### config.mk
export PLATFORM = sky130hd
export DESIGN_NAME = trackball_motion_to_report_flat
export DESIGN_NICKNAME = d
export VERILOG_FILES = /design/src/rtl/core/tmr_pkg.sv /design/src/rtl/core/tmr_in_if.sv /design/src/rtl/core/tmr_out_if.sv /design/src/rtl/core/tmr_cfg_regs.sv /design/src/rtl/core/tmr_report_core.sv /design/src/rtl/core/trackball_motion_to_report.sv /design/src/flat_wrapper.sv
export SDC_FILE = /design/constraint.sdc
export NUM_CORES = 1
export LEC_CHECK = 0
export BUFFER_PORTS_ARGS = -buffer_cell sky130_fd_sc_hd__buf_4
export CORE_MARGIN = 2
export CORE_UTILIZATION = 40
export DETAILED_ROUTE_END_ITERATION = 12
export MAX_ROUTING_LAYER = met4
export SYNTH_ARGS = -nofsm -noshare
export SYNTH_HDL_FRONTEND = slang
export SYNTH_SLANG_ARGS = --single-unit
### constraint.sdc
create_clock -name i_clk -period 12.2 [get_ports i_clk]
set_input_delay 0.61 -clock i_clk [delete_from_list [all_inputs] [get_ports i_clk]]
set_output_delay 0.61 -clock i_clk [all_outputs]
set_load 0.02 [all_outputs]
### src/rtl/core/tmr_pkg.sv
// Shared types and constants of the trackball motion to report block.
package tmr_pkg;

    typedef logic [1:0] t_cfg_idx;

    localparam t_cfg_idx CFG_SCROLL_DIVIDER = 2'd0;
    localparam t_cfg_idx CFG_SNAP_MODE      = 2'd1;
    localparam t_cfg_idx CFG_LEFT_HALF      = 2'd2;

    localparam logic OP_MOTION = 1'b0;
    localparam logic OP_REPORT = 1'b1;

    localparam logic [1:0] SNAP_VERTICAL   = 2'd0;
    localparam logic [1:0] SNAP_HORIZONTAL = 2'd1;

    localparam logic [2:0] DIV_DEFAULT = 3'd4;

    localparam logic signed [15:0] SAT_MAX  = 16'sh7FFF;
    localparam logic signed [15:0] SAT_MIN  = 16'sh8000;
    localparam logic signed [7:0]  CLIP_MAX = 8'sd127;
    localparam logic signed [7:0]  CLIP_MIN = -8'sd127;

    typedef struct packed {
        logic [2:0] scroll_divider;
        logic [1:0] snap_mode;
        logic       left_half;
    } t_cfg;

    typedef struct packed {
        logic               opcode;
        logic signed [15:0] delta_x;
        logic signed [15:0] delta_y;
        logic               scroll_active;
    } t_item;

    typedef struct packed {
        logic signed [7:0] move_x;
        logic signed [7:0] move_y;
        logic signed [7:0] wheel_h;
        logic signed [7:0] wheel_v;
    } t_report;

endpackage

### src/rtl/core/tmr_in_if.sv
// Input channel carrying motion deltas and report requests.
interface tmr_in_if;
    logic               valid;
    logic               ready;
    logic               opcode;
    logic signed [15:0] delta_x;
    logic signed [15:0] delta_y;
    logic               scroll_active;

    modport source (output valid, output opcode, output delta_x, output delta_y,
                    output scroll_active, input ready);
    modport sink (input valid, input opcode, input delta_x, input delta_y,
                  input scroll_active, output ready);
endinterface

### src/rtl/core/tmr_out_if.sv
// Output channel carrying mouse reports.
interface tmr_out_if;
    logic              valid;
    logic              ready;
    logic signed [7:0] move_x;
    logic signed [7:0] move_y;
    logic signed [7:0] wheel_h;
    logic signed [7:0] wheel_v;

    modport source (output valid, output move_x, output move_y, output wheel_h,
                    output wheel_v, input ready);
    modport sink (input valid, input move_x, input move_y, input wheel_h,
                  input wheel_v, output ready);
endinterface

### src/rtl/core/tmr_cfg_regs.sv
// Configuration register file of the trackball motion to report block.
module tmr_cfg_regs (
    input  logic             i_clk,
    input  logic             i_rst_n,
    input  logic             i_cfg_we,
    input  tmr_pkg::t_cfg_idx i_cfg_idx,
    input  logic [2:0]       i_cfg_data,
    output tmr_pkg::t_cfg    o_cfg
);
    import tmr_pkg::*;

    t_cfg r_cfg;
    t_cfg n_cfg;

    always_comb begin
        n_cfg = r_cfg;
        if (i_cfg_we) begin
            unique case (i_cfg_idx)
                CFG_SCROLL_DIVIDER: n_cfg.scroll_divider = i_cfg_data;
                CFG_SNAP_MODE:      n_cfg.snap_mode = i_cfg_data[1:0];
                CFG_LEFT_HALF:      n_cfg.left_half = i_cfg_data[0];
                default:            n_cfg = r_cfg;
            endcase
        end
    end

    always_ff @(posedge i_clk) begin
        if (!i_rst_n) begin
            r_cfg.scroll_divider <= DIV_DEFAULT;
            r_cfg.snap_mode      <= SNAP_VERTICAL;
            r_cfg.left_half      <= 1'b0;
        end else begin
            r_cfg <= n_cfg;
        end
    end

    assign o_cfg = r_cfg;
endmodule

### src/rtl/core/tmr_report_core.sv
// Motion accumulators and report forming logic.
module tmr_report_core (
    input  logic             i_clk,
    input  logic             i_rst_n,
    input  logic             i_fire,
    input  tmr_pkg::t_item   i_item,
    input  tmr_pkg::t_cfg    i_cfg,
    output tmr_pkg::t_report o_report
);
    import tmr_pkg::*;

    logic signed [15:0] r_accum_x;
    logic signed [15:0] r_accum_y;
    logic signed [15:0] n_accum_x;
    logic signed [15:0] n_accum_y;
    logic [2:0]         shift;
    logic signed [15:0] qx;
    logic signed [15:0] qy;
    logic signed [7:0]  cx;
    logic signed [7:0]  cy;

    function automatic logic signed [15:0] sat_add(input logic signed [15:0] a,
                                                   input logic signed [15:0] b);
        logic signed [16:0] s;
        s = {a[15], a} + {b[15], b};
        if (s[16] != s[15]) begin
            return s[16] ? SAT_MIN : SAT_MAX;
        end
        return s[15:0];
    endfunction

    function automatic logic signed [7:0] clip8(input logic signed [15:0] v);
        if (v > 16'sd127) begin
            return CLIP_MAX;
        end
        if (v < -16'sd127) begin
            return CLIP_MIN;
        end
        return v[7:0];
    endfunction

    // Arithmetic shift with a bias on negative values truncates toward zero.
    function automatic logic signed [15:0] div_trunc(input logic signed [15:0] a,
                                                     input logic [2:0] s);
        logic [16:0]        bias;
        logic signed [16:0] t;
        bias = a[15] ? ((17'd1 << s) - 17'd1) : 17'd0;
        t = {a[15], a} + $signed(bias);
        return 16'(t >>> s);
    endfunction

    function automatic logic signed [15:0] rem_of(input logic signed [15:0] a,
                                                  input logic signed [15:0] q,
                                                  input logic [2:0] s);
        logic signed [16:0] r;
        r = {a[15], a} - ({q[15], q} <<< s);
        return r[15:0];
    endfunction

    always_comb begin
        shift = ((i_cfg.scroll_divider == 3'd0) ? DIV_DEFAULT : i_cfg.scroll_divider) - 3'd1;
        qx = div_trunc(r_accum_x, shift);
        qy = div_trunc(r_accum_y, shift);
        cx = clip8(qx);
        cy = clip8(qy);

        n_accum_x = r_accum_x;
        n_accum_y = r_accum_y;
        o_report  = '0;

        if (i_item.opcode == OP_MOTION) begin
            n_accum_x = sat_add(r_accum_x, i_item.delta_x);
            n_accum_y = sat_add(r_accum_y, i_item.delta_y);
        end else if (!i_item.scroll_active) begin
            o_report.move_x = i_cfg.left_half ? -clip8(r_accum_y) : clip8(r_accum_y);
            o_report.move_y = i_cfg.left_half ? -clip8(r_accum_x) : clip8(r_accum_x);
            n_accum_x = '0;
            n_accum_y = '0;
        end else begin
            n_accum_x = rem_of(r_accum_x, qx, shift);
            n_accum_y = rem_of(r_accum_y, qy, shift);
            o_report.wheel_h = i_cfg.left_half ? cy : -cy;
            o_report.wheel_v = i_cfg.left_half ? -cx : cx;
            case (i_cfg.snap_mode)
                SNAP_VERTICAL:   o_report.wheel_h = '0;
                SNAP_HORIZONTAL: o_report.wheel_v = '0;
                default:         o_report.wheel_h = o_report.wheel_h;
            endcase
        end
    end

    always_ff @(posedge i_clk) begin
        if (!i_rst_n) begin
            r_accum_x <= '0;
            r_accum_y <= '0;
        end else if (i_fire) begin
            r_accum_x <= n_accum_x;
            r_accum_y <= n_accum_y;
        end
    end
endmodule

### src/rtl/core/trackball_motion_to_report.sv
// Top level of the trackball motion to report block.
// This block takes one item per clock cycle, set by the single-pass accumulator update, while
// no report request waits for the output. An item is held in an input register, then updates
// the two motion accumulators; a report request puts its report into the output register, so
// a report passes the input and then the output register. Motion items continue while a
// report waits at the output; a second report request waits in the input register until the
// pending report is taken. Configuration writes take effect on the next cycle.
module trackball_motion_to_report (
    input  logic              i_clk,
    input  logic              i_rst_n,
    tmr_in_if.sink            i_item,
    tmr_out_if.source         o_report,
    input  logic              i_cfg_we,
    input  tmr_pkg::t_cfg_idx i_cfg_idx,
    input  logic [2:0]        i_cfg_data
);
    import tmr_pkg::*;

    t_cfg    cfg;
    t_item   r_in;
    logic    r_in_valid;
    t_report result;
    t_report r_out;
    logic    r_out_valid;
    logic    out_free;
    logic    fire;

    assign out_free = !r_out_valid || o_report.ready;
    assign fire = r_in_valid && ((r_in.opcode == OP_MOTION) || out_free);
    assign i_item.ready = !r_in_valid || fire;

    tmr_cfg_regs u_cfg_regs (
        .i_clk      (i_clk),
        .i_rst_n    (i_rst_n),
        .i_cfg_we   (i_cfg_we),
        .i_cfg_idx  (i_cfg_idx),
        .i_cfg_data (i_cfg_data),
        .o_cfg      (cfg)
    );

    tmr_report_core u_report_core (
        .i_clk    (i_clk),
        .i_rst_n  (i_rst_n),
        .i_fire   (fire),
        .i_item   (r_in),
        .i_cfg    (cfg),
        .o_report (result)
    );

    always_ff @(posedge i_clk) begin
        if (!i_rst_n) begin
            r_in_valid <= 1'b0;
        end else if (i_item.ready) begin
            r_in_valid <= i_item.valid;
        end
    end

    always_ff @(posedge i_clk) begin
        if (i_item.valid && i_item.ready) begin
            r_in.opcode        <= i_item.opcode;
            r_in.delta_x       <= i_item.delta_x;
            r_in.delta_y       <= i_item.delta_y;
            r_in.scroll_active <= i_item.scroll_active;
        end
    end

    always_ff @(posedge i_clk) begin
        if (!i_rst_n) begin
            r_out_valid <= 1'b0;
        end else if (fire && (r_in.opcode == OP_REPORT)) begin
            r_out_valid <= 1'b1;
        end else if (o_report.ready) begin
            r_out_valid <= 1'b0;
        end
    end

    always_ff @(posedge i_clk) begin
        if (fire && (r_in.opcode == OP_REPORT)) begin
            r_out <= result;
        end
    end

    assign o_report.valid   = r_out_valid;
    assign o_report.move_x  = r_out.move_x;
    assign o_report.move_y  = r_out.move_y;
    assign o_report.wheel_h = r_out.wheel_h;
    assign o_report.wheel_v = r_out.wheel_v;
endmodule

### src/flat_wrapper.sv
// flat-port wrapper written by rule: the top's interface ports become plain ports
module trackball_motion_to_report_flat import tmr_pkg::*;
  (i_clk, i_rst_n, i_cfg_we, i_cfg_idx, i_cfg_data, i_item_valid, i_item_opcode, i_item_delta_x, i_item_delta_y, i_item_scroll_active, i_item_ready, o_report_valid, o_report_move_x, o_report_move_y, o_report_wheel_h, o_report_wheel_v, o_report_ready);
  tmr_in_if i_item_i ();
  tmr_out_if o_report_i ();
  input  logic i_clk;
  input  logic i_rst_n;
  input  logic i_cfg_we;
  input  tmr_pkg::t_cfg_idx i_cfg_idx;
  input  logic [2:0] i_cfg_data;
  input wire logic [$bits(i_item_i.valid)-1:0] i_item_valid;
  input wire logic [$bits(i_item_i.opcode)-1:0] i_item_opcode;
  input wire logic [$bits(i_item_i.delta_x)-1:0] i_item_delta_x;
  input wire logic [$bits(i_item_i.delta_y)-1:0] i_item_delta_y;
  input wire logic [$bits(i_item_i.scroll_active)-1:0] i_item_scroll_active;
  output wire logic [$bits(i_item_i.ready)-1:0] i_item_ready;
  output wire logic [$bits(o_report_i.valid)-1:0] o_report_valid;
  output wire logic [$bits(o_report_i.move_x)-1:0] o_report_move_x;
  output wire logic [$bits(o_report_i.move_y)-1:0] o_report_move_y;
  output wire logic [$bits(o_report_i.wheel_h)-1:0] o_report_wheel_h;
  output wire logic [$bits(o_report_i.wheel_v)-1:0] o_report_wheel_v;
  input wire logic [$bits(o_report_i.ready)-1:0] o_report_ready;
  assign i_item_i.valid = i_item_valid;
  assign i_item_i.opcode = i_item_opcode;
  assign i_item_i.delta_x = i_item_delta_x;
  assign i_item_i.delta_y = i_item_delta_y;
  assign i_item_i.scroll_active = i_item_scroll_active;
  assign i_item_ready = i_item_i.ready;
  assign o_report_valid = o_report_i.valid;
  assign o_report_move_x = o_report_i.move_x;
  assign o_report_move_y = o_report_i.move_y;
  assign o_report_wheel_h = o_report_i.wheel_h;
  assign o_report_wheel_v = o_report_i.wheel_v;
  assign o_report_i.ready = o_report_ready;
  trackball_motion_to_report u_core (.i_clk(i_clk), .i_rst_n(i_rst_n), .i_item(i_item_i), .o_report(o_report_i), .i_cfg_we(i_cfg_we), .i_cfg_idx(i_cfg_idx), .i_cfg_data(i_cfg_data));
endmodule
==> results of run 1 <==
-- final cells by class --
type                    instances  area share [%]
multi-input cells            1275            66.0
well taps                     390            3.70
repair buffers                 92            5.23
flip-flops and latches        106            21.1
clock inverters                 4           0.436
inverters                      56            1.59
clock buffers                  12            1.94
-- cell usage in the layout, fill, tap and decap left out, types with 16 or more instances in the layout --
cell type | synthesis | final
a211oi_1 | 29 | 29
a21o_1 | 27 | 27
a21oi_1 | 126 | 126
a221oi_1 | 19 | 19
a22oi_1 | 17 | 17
a31oi_1 | 23 | 22
and2_1 | 31 | 31
buf_4 | 1 | 92
dfxtp_1 | 40 | 39
edfxtp_1 | 66 | 66
ha_1 | 102 | 102
inv_1 | 53 | 53
mux2i_1 | 16 | 16
nand2_1 | 102 | 102
nand2b_1 | 21 | 21
nand3_1 | 41 | 41
nand4_1 | 21 | 21
nor2_1 | 161 | 161
nor2b_1 | 20 | 20
nor3_1 | 44 | 44
o21a_1 | 24 | 24
o21ai_0 | 97 | 97
or2_2 | 16 | 16
xnor2_1 | 55 | 54
xor2_1 | 25 | 24
-- flip-flops by register name, indices dropped and copies added, names as in the netlist --
| register | flops |
|---|---|
| u_core.u_report_core.r_accum_x | 16 |
| u_core.o_report.move_y | 8 |
| u_core.o_report.wheel_v | 8 |
| u_core.u_cfg_regs.o_cfg | 6 |
| u_core.r_in_valid | 1 |
| u_core.o_report.valid | 1 |
| u_core.u_report_core.r_accum_y | 16 |
| u_core.o_report.move_x | 8 |
| u_core.o_report.wheel_h | 8 |
| u_core.r_in | 34 |
-- power by group --
part / total [mW] / leakage, nW / internal (mW) / switching, mW
Sequential: 0.432 / 0.955 / 0.403 / 0.0289
Clock: 0.325 / 0.151 / 0.173 / 0.151
Combinational: 0.636 / 4.20 / 0.257 / 0.380
Total: 1.39 / 5.31 / 0.833 / 0.560
-- cells by family (layout without fill, tap and decap cells) --
| family | after synthesis | count (layout) | synth area share [%] |
|---|---|---|---|
| XOR/XNOR | 80 | 80 | 5.85 |
| AO/OA/AOI/OAI | 529 | 529 | 30.1 |
| AND/OR/NAND/NOR | 530 | 530 | 21.9 |
| multiplexers | 28 | 28 | 3.03 |
| adder cells (fa/ha/maj) | 108 | 108 | 11.7 |
| buffers and inverters | 131 | 164 | 4.21 |
| flip-flops | 106 | 106 | 23.3 |
-- per-layer routing --
| layer | share of wire, % | global-route usage [%] | vias up |
|---|---|---|---|
| met5 | 0 | - | - |
| met4 | 2.4 | 6.47 | 0 |
| li1 | - | - | 5814 |
| met2 | 42 | 35.0 | 514 |
| met3 | 8.6 | 3.95 | 54 |
| met1 | 47 | 35.7 | 5634 |
-- through the flow --
step,cells,power [mW]
finish,1935,1.39
global route,1935,1.48
CTS,1935,1.39
detailed placement,1919,1.06
global placement,1919,1.06
floorplan,1512,0.906
-- worst max path at each step --
stage | start | to | slack [ps]
floorplan | u_core.u_cfg_regs.o_cfg[3] | u_core.u_report_core.r_accum_y[15] | 3030
global placement | u_core.u_cfg_regs.o_cfg[3] | u_core.u_report_core.r_accum_y[15] | 3880
detailed placement | u_core.u_cfg_regs.o_cfg[3] | u_core.u_report_core.r_accum_y[15] | 3770
CTS | u_core.u_cfg_regs.o_cfg[3] | u_core.u_report_core.r_accum_y[15] | 3720
global route | u_core.u_cfg_regs.o_cfg[3] | u_core.u_report_core.r_accum_y[15] | 2860
finish | u_core.u_cfg_regs.o_cfg[3] | u_core.u_report_core.r_accum_y[15] | 3550
==> flow_summary.toml, run 1 <==
[synthesis]
synth_cell_types = 92
yosys.area.top_type = "edfxtp_1"
synth.area.top_cells = "edfxtp_1, ha_1, dfxtp_1"
ys_seq_elements = 106
synth_edf_count = 66
synthTopCellsByCount = "nor2_1, a21oi_1, ha_1, nand2_1, o21ai_0"
yosysWarnings = 0
synth_top_area_share_pct = 16.6
synth_cells = 1512
synth_ff_type = "edfxtp_1"
seq_area_frac_synth_pct = 23.3
syn_avg_cell_area_sq_um = 7.92
synth_nets = 1664
synth.most_common_cell = "nor2_1"
async_reset_ff_share_pct = 0
synthesis.area_sq_um = 12000

[clock_network]
clock_latency_ps = 370
hold_buffers = 0
cts_setup_buffers = 0
htree_levels = 3
cts_buffer_depth = 2
cts_tree = "done"
root_buffer = "clkbuf_16"
post_cts_resized = 0
path_clk_slew_ps = 90
numCtsBuffers = 9
cts_num_sinks = 106

[worst_setup_path]
setup.worst_path.start_class = "flip-flop"
crit_cells = 30
cp_top_family = "compound AO/OA/AOI/OAI gates"
r2r-start = "u_core.u_cfg_regs.o_cfg[3]"
critPathKind = "flip-flop to flip-flop"
r2r_cells = 30
end_kind = "flip-flop"
arrival_ps = 8920
critPathMaxStageDelay_ps = 640
cp_slowest_cell = "o21ai_0"
cp_num_buf_inv = 3
ff2ff_setup_slack_ps = 3550
cp_common_cell = "o21ai_0"
cp.required_ps = 12470
cp_max_fo = 57
timing.rr.end = "u_core.u_report_core.r_accum_y[15]"

[detailed_routing]
wire_per_inst_um = 19.3
first_pass_iters = 5
ant_nets = 0
totalWireLength_mm = 37.4
vias = 12016
drt-vias-per-instance = 6.21
initialDrtViolationCount = 1180
drc = 0

[power_and_ir_drop]
peakVddDrop_uv = 64.5
p_per_area_nw_per_um2 = 106
p_leak_nw = 5.31

[floorplan]
core_area_sq_um = 29600
dieArea_sq_um = 31300
start_util_pct = 40.5
num_rows = 63
die_h_um = 177
io_pins = 78
dieWidth_um = 177

[sta]
setup_violations = 0
timing.slew.headroom_pct = 23.3
grt_setup_unrepaired = "false"
max_slew.worst_pin.slew_ps = 1150
worst_slack_ps = 3550
hold_violations = 0
maxClockFrequency_mhz = 116
timing.hold.ws_ps = 417
fin_skew_ps = 14.5
drv_slew = 0
finalCriticalPeriod_ps = 8650
fin_crit_sh_pct = 70.9
setup_tns_ps = 0

[placed_design]
place_area_sq_um = 12900
gp_congestion = 0.930
io_buffers = 77
dp_worst_setup_slack_ps = 3770
hpwlAfterDp_mm = 28.6

[cells_and_area]
syn2layout_area_growth_pct = 10.3
diodes = 0
drive_above_1_share_pct = 10.6
multi_input_area_sq_um = 8710
utilization_pct = 44.7
nets = 1692
regArea_sq_um = 2780
fillers = 2965
final_cell_area_sq_um = 13200

[grt]
grt_max_degree = 58
grt_overflow = 0
gr-usage-all-layers_pct = 24.5
first_global_vias = 10933
grt_pass1_wl_mm = 59.6
antenna_found_initial = 0

[hold_path]
hp-class = "input pin to flip-flop"
hold_end = "u_core.r_in[6]"
worstHoldStart = "i_item_delta_y[5]"
holdPathStages = 1

[flow_run]
max_cap_violations = 0

[outcome]
status = "completed"
Note: power is estimated with default switching activity, not from simulation.
==> inputs of run 2 (changes only) <==
==> constraint.sdc (replaced) <==
create_clock -name i_clk -period 8.64 [get_ports i_clk]
set_input_delay 0.432 -clock i_clk [delete_from_list [all_inputs] [get_ports i_clk]]
set_output_delay 0.432 -clock i_clk [all_outputs]
set_load 0.02 [all_outputs]
==> flow_summary.toml, run 2 (synthesized netlist as in run 1, its figures left out) <==
[outcome]
status = "completed"

[worst_setup_path]
arrival_ps = 7920
cp_max_fo = 55
cp.required_ps = 8850
critPathMaxStageDelay_ps = 490
setup.worst_path.start_class = "flip-flop"
cp_slowest_cell = "a21oi_1"
critPathKind = "flip-flop to flip-flop"
end_kind = "flip-flop"

[detailed_routing]
wire_per_inst_um = 19.2
initialDrtViolationCount = 1061
vias = 11895
totalWireLength_mm = 37.4
ant_nets = 0
first_pass_iters = 6
drt-vias-per-instance = 6.12
drc = 0

[power_and_ir_drop]
switching_share_pct = 41.2
peakVddDrop_uv = 80.1
p_leak_nw = 5.34
switchingPower_uw = 798
p_int_mw = 1.14
combPwrFrac_pct = 46.8
p_seq_share_pct = 31.4
p_per_area_nw_per_um2 = 146
clkPwrFrac_pct = 21.8

[placed_design]
hpwlAfterDp_mm = 29.0
io_buffers = 77
gp_congestion = 0.962
place_area_sq_um = 13000
dpl.cell_count = 1928

[hold_path]
hp-class = "input pin to flip-flop"

[clock_network]
cts_buffer_depth = 2
cts_setup_buffers = 0
htree_levels = 3
cts_num_sinks = 106
numCtsBuffers = 9
root_buffer = "clkbuf_16"
hold_buffers = 0
path_clk_slew_ps = 90
cts_tree = "done"
clock_latency_ps = 370
post_cts_resized = 0

[flow_run]
max_cap_violations = 0

[floorplan]
core_area_sq_um = 29600
dieWidth_um = 177
start_util_pct = 40.5
io_pins = 78
die_h_um = 177
num_rows = 63
dieArea_sq_um = 31300

[sta]
fin_skew_ps = 16.7
timing.hold.ws_ps = 235
timing.slew.headroom_pct = 26.2
drv_slew = 0
hold_violations = 0
maxClockFrequency_mhz = 130
setup_violations = 0
grt_setup_unrepaired = "false"
setup_tns_ps = 0
finalCriticalPeriod_ps = 7710
max_slew.worst_pin.slew_ps = 1110
fin_crit_sh_pct = 89.3

[cells_and_area]
layout_common_cells = "nor2_1, a21oi_1, nand2_1, ha_1, buf_4"
layout_commonest_cell = "nor2_1"
regMostFlops = "u_core.r_in"
final_cell_area_sq_um = 13300
reg.largest.list = "u_core.r_in x34, u_core.u_report_core.r_accum_x x16, u_core.u_report_core.r_accum_y x16"
stdcell_count = 1944
syn2layout_area_growth_pct = 10.7
drive_above_1_share_pct = 11.1
fillers = 2932
nets = 1701
largest_reg_flops = 34
diodes = 0

[grt]
antenna_found_initial = 0
grt_pass1_wl_mm = 59.9
first_global_vias = 10992
gr-usage-all-layers_pct = 24.8
grt_overflow = 0
grt_max_degree = 56
==> run 2: cell type report <==
class | count | area [sq um] | share of cell area (%)
multi-input combinational | 1275 | 8730 | 65.9
sequential | 106 | 2780 | 21.0
timing repair buffer | 101 | 758 | 5.72
tap | 390 | 488 | 3.68
clock buffer | 11 | 233 | 1.76
inverter | 56 | 210 | 1.59
clock inverter | 5 | 46.3 | 0.349
==> run 2: path summary, 6_finish.rpt <==
kind                                                            to                       start  slack, ps  cells past startpoint
worst max-delay path            u_core.u_report_core.r_accum_x[14]  u_core.u_cfg_regs.o_cfg[3]        930                     29
worst min-delay path                                u_core.r_in[7]           i_item_delta_y[6]        240                      1
worst max register to register  u_core.u_report_core.r_accum_x[14]  u_core.u_cfg_regs.o_cfg[3]        930                     29
worst min register to register          u_core.u_cfg_regs.o_cfg[1]  u_core.u_cfg_regs.o_cfg[1]        560                      2
==> run 2: power by group through the flow <==
stage          Clock [mW]  Combinational [mW]  Sequential [mW]
3_3_place_gp            0               0.885            0.618
4_1_cts             0.429               0.895            0.607
5_1_grt             0.449                1.01            0.611
3_5_place_dp            0               0.888            0.618
6_report            0.422               0.907            0.608
2_1_floorplan           0               0.673            0.608
==> run 2: layer usage <==
layer | vias to the layer above | track usage (%) | wire length (um)
met5 | - | - | 0
met4 | 0 | 6.68 | 774
met3 | 47 | 3.46 | 2770
met2 | 459 | 36.3 | 16000
met1 | 5571 | 35.5 | 17800
li1 | 5818 | - | -
==> run 2: through the flow <==
| step | setup slack, ps | total power, mW | util [%] |
|---|---|---|---|
| after global routing | 188 | 2.07 | 44.8 |
| final | 928 | 1.94 | 44.8 |
| after CTS | 1030 | 1.93 | 44.8 |
| after global placement | 1190 | 1.50 | 43.9 |
| after floorplan | 32.6 | 1.28 | - |
| after detailed placement | 1080 | 1.51 | 43.9 |
==> run 2: critical path: cells and delay by family (launching register included) <==
| kind | cells | cell delay [ps] |
|---|---|---|
| compound gates | 15 | 2980 |
| xor+xnor | 1 | 150 |
| fa+ha+maj | 4 | 1590 |
| buf+inv | 2 | 650 |
| flops | 1 | 350 |
| mux | 2 | 910 |
| simple gates | 5 | 900 |
==> inputs of run 3 (changes only) <==
==> constraint.sdc (replaced) <==
create_clock -name i_clk -period 7.5 [get_ports i_clk]
set_input_delay 0.375 -clock i_clk [delete_from_list [all_inputs] [get_ports i_clk]]
set_output_delay 0.375 -clock i_clk [all_outputs]
set_load 0.02 [all_outputs]
==> flow_summary.toml, run 3 (synthesized netlist as in run 1, its figures left out) <==
[clock_network]
cts_buffer_depth = 2
clock_latency_ps = 380
path_clk_slew_ps = 80
hold_buffers = 0
numCtsBuffers = 9
cts_tree = "done"
cts_num_sinks = 106
htree_levels = 3
root_buffer = "clkbuf_16"

[placed_design]
dp_worst_setup_slack_ps = -76.9
io_buffers = 77
gp_congestion = 0.937
hpwlAfterDp_mm = 29.6
place_area_sq_um = 13200

[floorplan]
dieWidth_um = 177
io_pins = 78
core_area_sq_um = 29600
dieArea_sq_um = 31300
start_util_pct = 40.5
num_rows = 63
die_h_um = 177

[worst_setup_path]
endpoint = "u_core.u_report_core.r_accum_x[14]"
cp.required_ps = 7720
cp-startpoint = "u_core.u_cfg_regs.o_cfg[4]"
critPathKind = "flip-flop to flip-flop"
crit_cells = 29
r2r_cells = 29
cp_top_family = "compound AO/OA/AOI/OAI gates"
cp_max_fo = 13
critPathMaxStageDelay_ps = 470
timing.rr.end = "u_core.u_report_core.r_accum_x[14]"
r2r-start = "u_core.u_cfg_regs.o_cfg[4]"
setup.worst_path.start_class = "flip-flop"
cp_slowest_cell = "mux4_2"
ff2ff_setup_slack_ps = 430
end_kind = "flip-flop"
cp_num_buf_inv = 3
arrival_ps = 7290

[sta]
hold_violations = 0
fin_crit_sh_pct = 94.3
fin_skew_ps = 14.1
worst_slack_ps = 428
maxClockFrequency_mhz = 141
drv_slew = 0
setup_violations = 0
setup_tns_ps = 0
finalCriticalPeriod_ps = 7070
max_slew.worst_pin.slew_ps = 1180
timing.slew.headroom_pct = 21.4
timing.hold.ws_ps = 174

[detailed_routing]
wire_per_inst_um = 19.5
vias = 12008
ant_nets = 0
drc = 0
totalWireLength_mm = 38.3
first_pass_iters = 5
drt-vias-per-instance = 6.10
initialDrtViolationCount = 1199

[grt]
antenna_found_initial = 0
grt_pass1_wl_mm = 60.8
grt_overflow = 0
gr-usage-all-layers_pct = 25.2
grt_max_degree = 55
first_global_vias = 11126

[power_and_ir_drop]
p_leak_nw = 5.50
peakVddDrop_uv = 97.8
p_per_area_nw_per_um2 = 168

[hold_path]
hp-class = "input pin to flip-flop"
holdPathStages = 1

[cells_and_area]
largest_reg_flops = 34
syn2layout_area_growth_pct = 13.7
fillers = 2911
final_cell_area_sq_um = 13600
drive_above_1_share_pct = 14.2
layout_commonest_cell = "nor2_1"
nets = 1726
multi_input_area_sq_um = 8870
utilization_pct = 46.1
regArea_sq_um = 2790
reg.largest.list = "u_core.r_in x34, u_core.u_report_core.r_accum_x x16, u_core.u_report_core.r_accum_y x16"
layout_common_cells = "nor2_1, buf_4, a21oi_1"
regMostFlops = "u_core.r_in"
diodes = 0

[outcome]
status = "completed"

[flow_run]
max_cap_violations = 0
## run 3: cell count changes in the layout (fill, tap and decap cells not counted), sizes merged
cell / before / now
clkinv: 3 / 5
buf: 101 / 126
clkinvlp: 2 / 0
## run 3: power by group
group | leakage (nW) | internal (mW) | total [mW] | switching, mW
logic | 4.40 | 0.441 | 1.08 | 0.641
clock network | 0.150 | 0.250 | 0.505 | 0.254
registers | 0.956 | 0.655 | 0.701 | 0.0457
## run 3: metrics by stage
| step | instances | power [mW] |
|---|---|---|
| 4_1_cts | 1962 | 2.27 |
| 2_1_floorplan | 1512 | 1.49 |
| 3_3_place_gp | 1946 | 1.76 |
| 5_1_grt | 1969 | 2.44 |
| 3_5_place_dp | 1946 | 1.76 |
| 6_report | 1969 | 2.29 |
## run 3: final cells by class
| class | count | share of cell area [%] |
|---|---|---|
| multi-input combinational | 1275 | 65.2 |
| sequential | 106 | 20.5 |
| timing repair buffer | 126 | 6.98 |
| tap | 390 | 3.58 |
| clock buffer | 11 | 1.86 |
| inverter | 56 | 1.58 |
| clock inverter | 5 | 0.331 |
## run 3: worst min-delay path by stage
stage | slack [ps] | from | end
final | 170 | i_item_delta_x[3] | u_core.r_in[20]
after detailed placement | 550 | u_core.u_cfg_regs.o_cfg[1] | u_core.u_cfg_regs.o_cfg[1]
after global placement | 530 | u_core.u_cfg_regs.o_cfg[1] | u_core.u_cfg_regs.o_cfg[1]
after global routing | 160 | i_item_delta_x[3] | u_core.r_in[20]
after CTS | 170 | i_item_delta_y[14] | u_core.r_in[15]
after floorplan | 470 | i_item_scroll_active | u_core.r_in[0]
## run 3: timing repair
action / 4_1_cts / 5_1_grt
gates cloned: 0 / 0
buffers inserted: 0 / 7
pin swaps: 0 / 6
endpoints found under the setup margin: 2 / 14
resized for setup: 1 / 18
## run 3: layer usage
layer  GRT usage [%]  part of all wire (%)
met1            36.0                    48
met2            38.5                    45
met3            2.41                   6.1
met4            5.48                   1.5
met5               -                     0
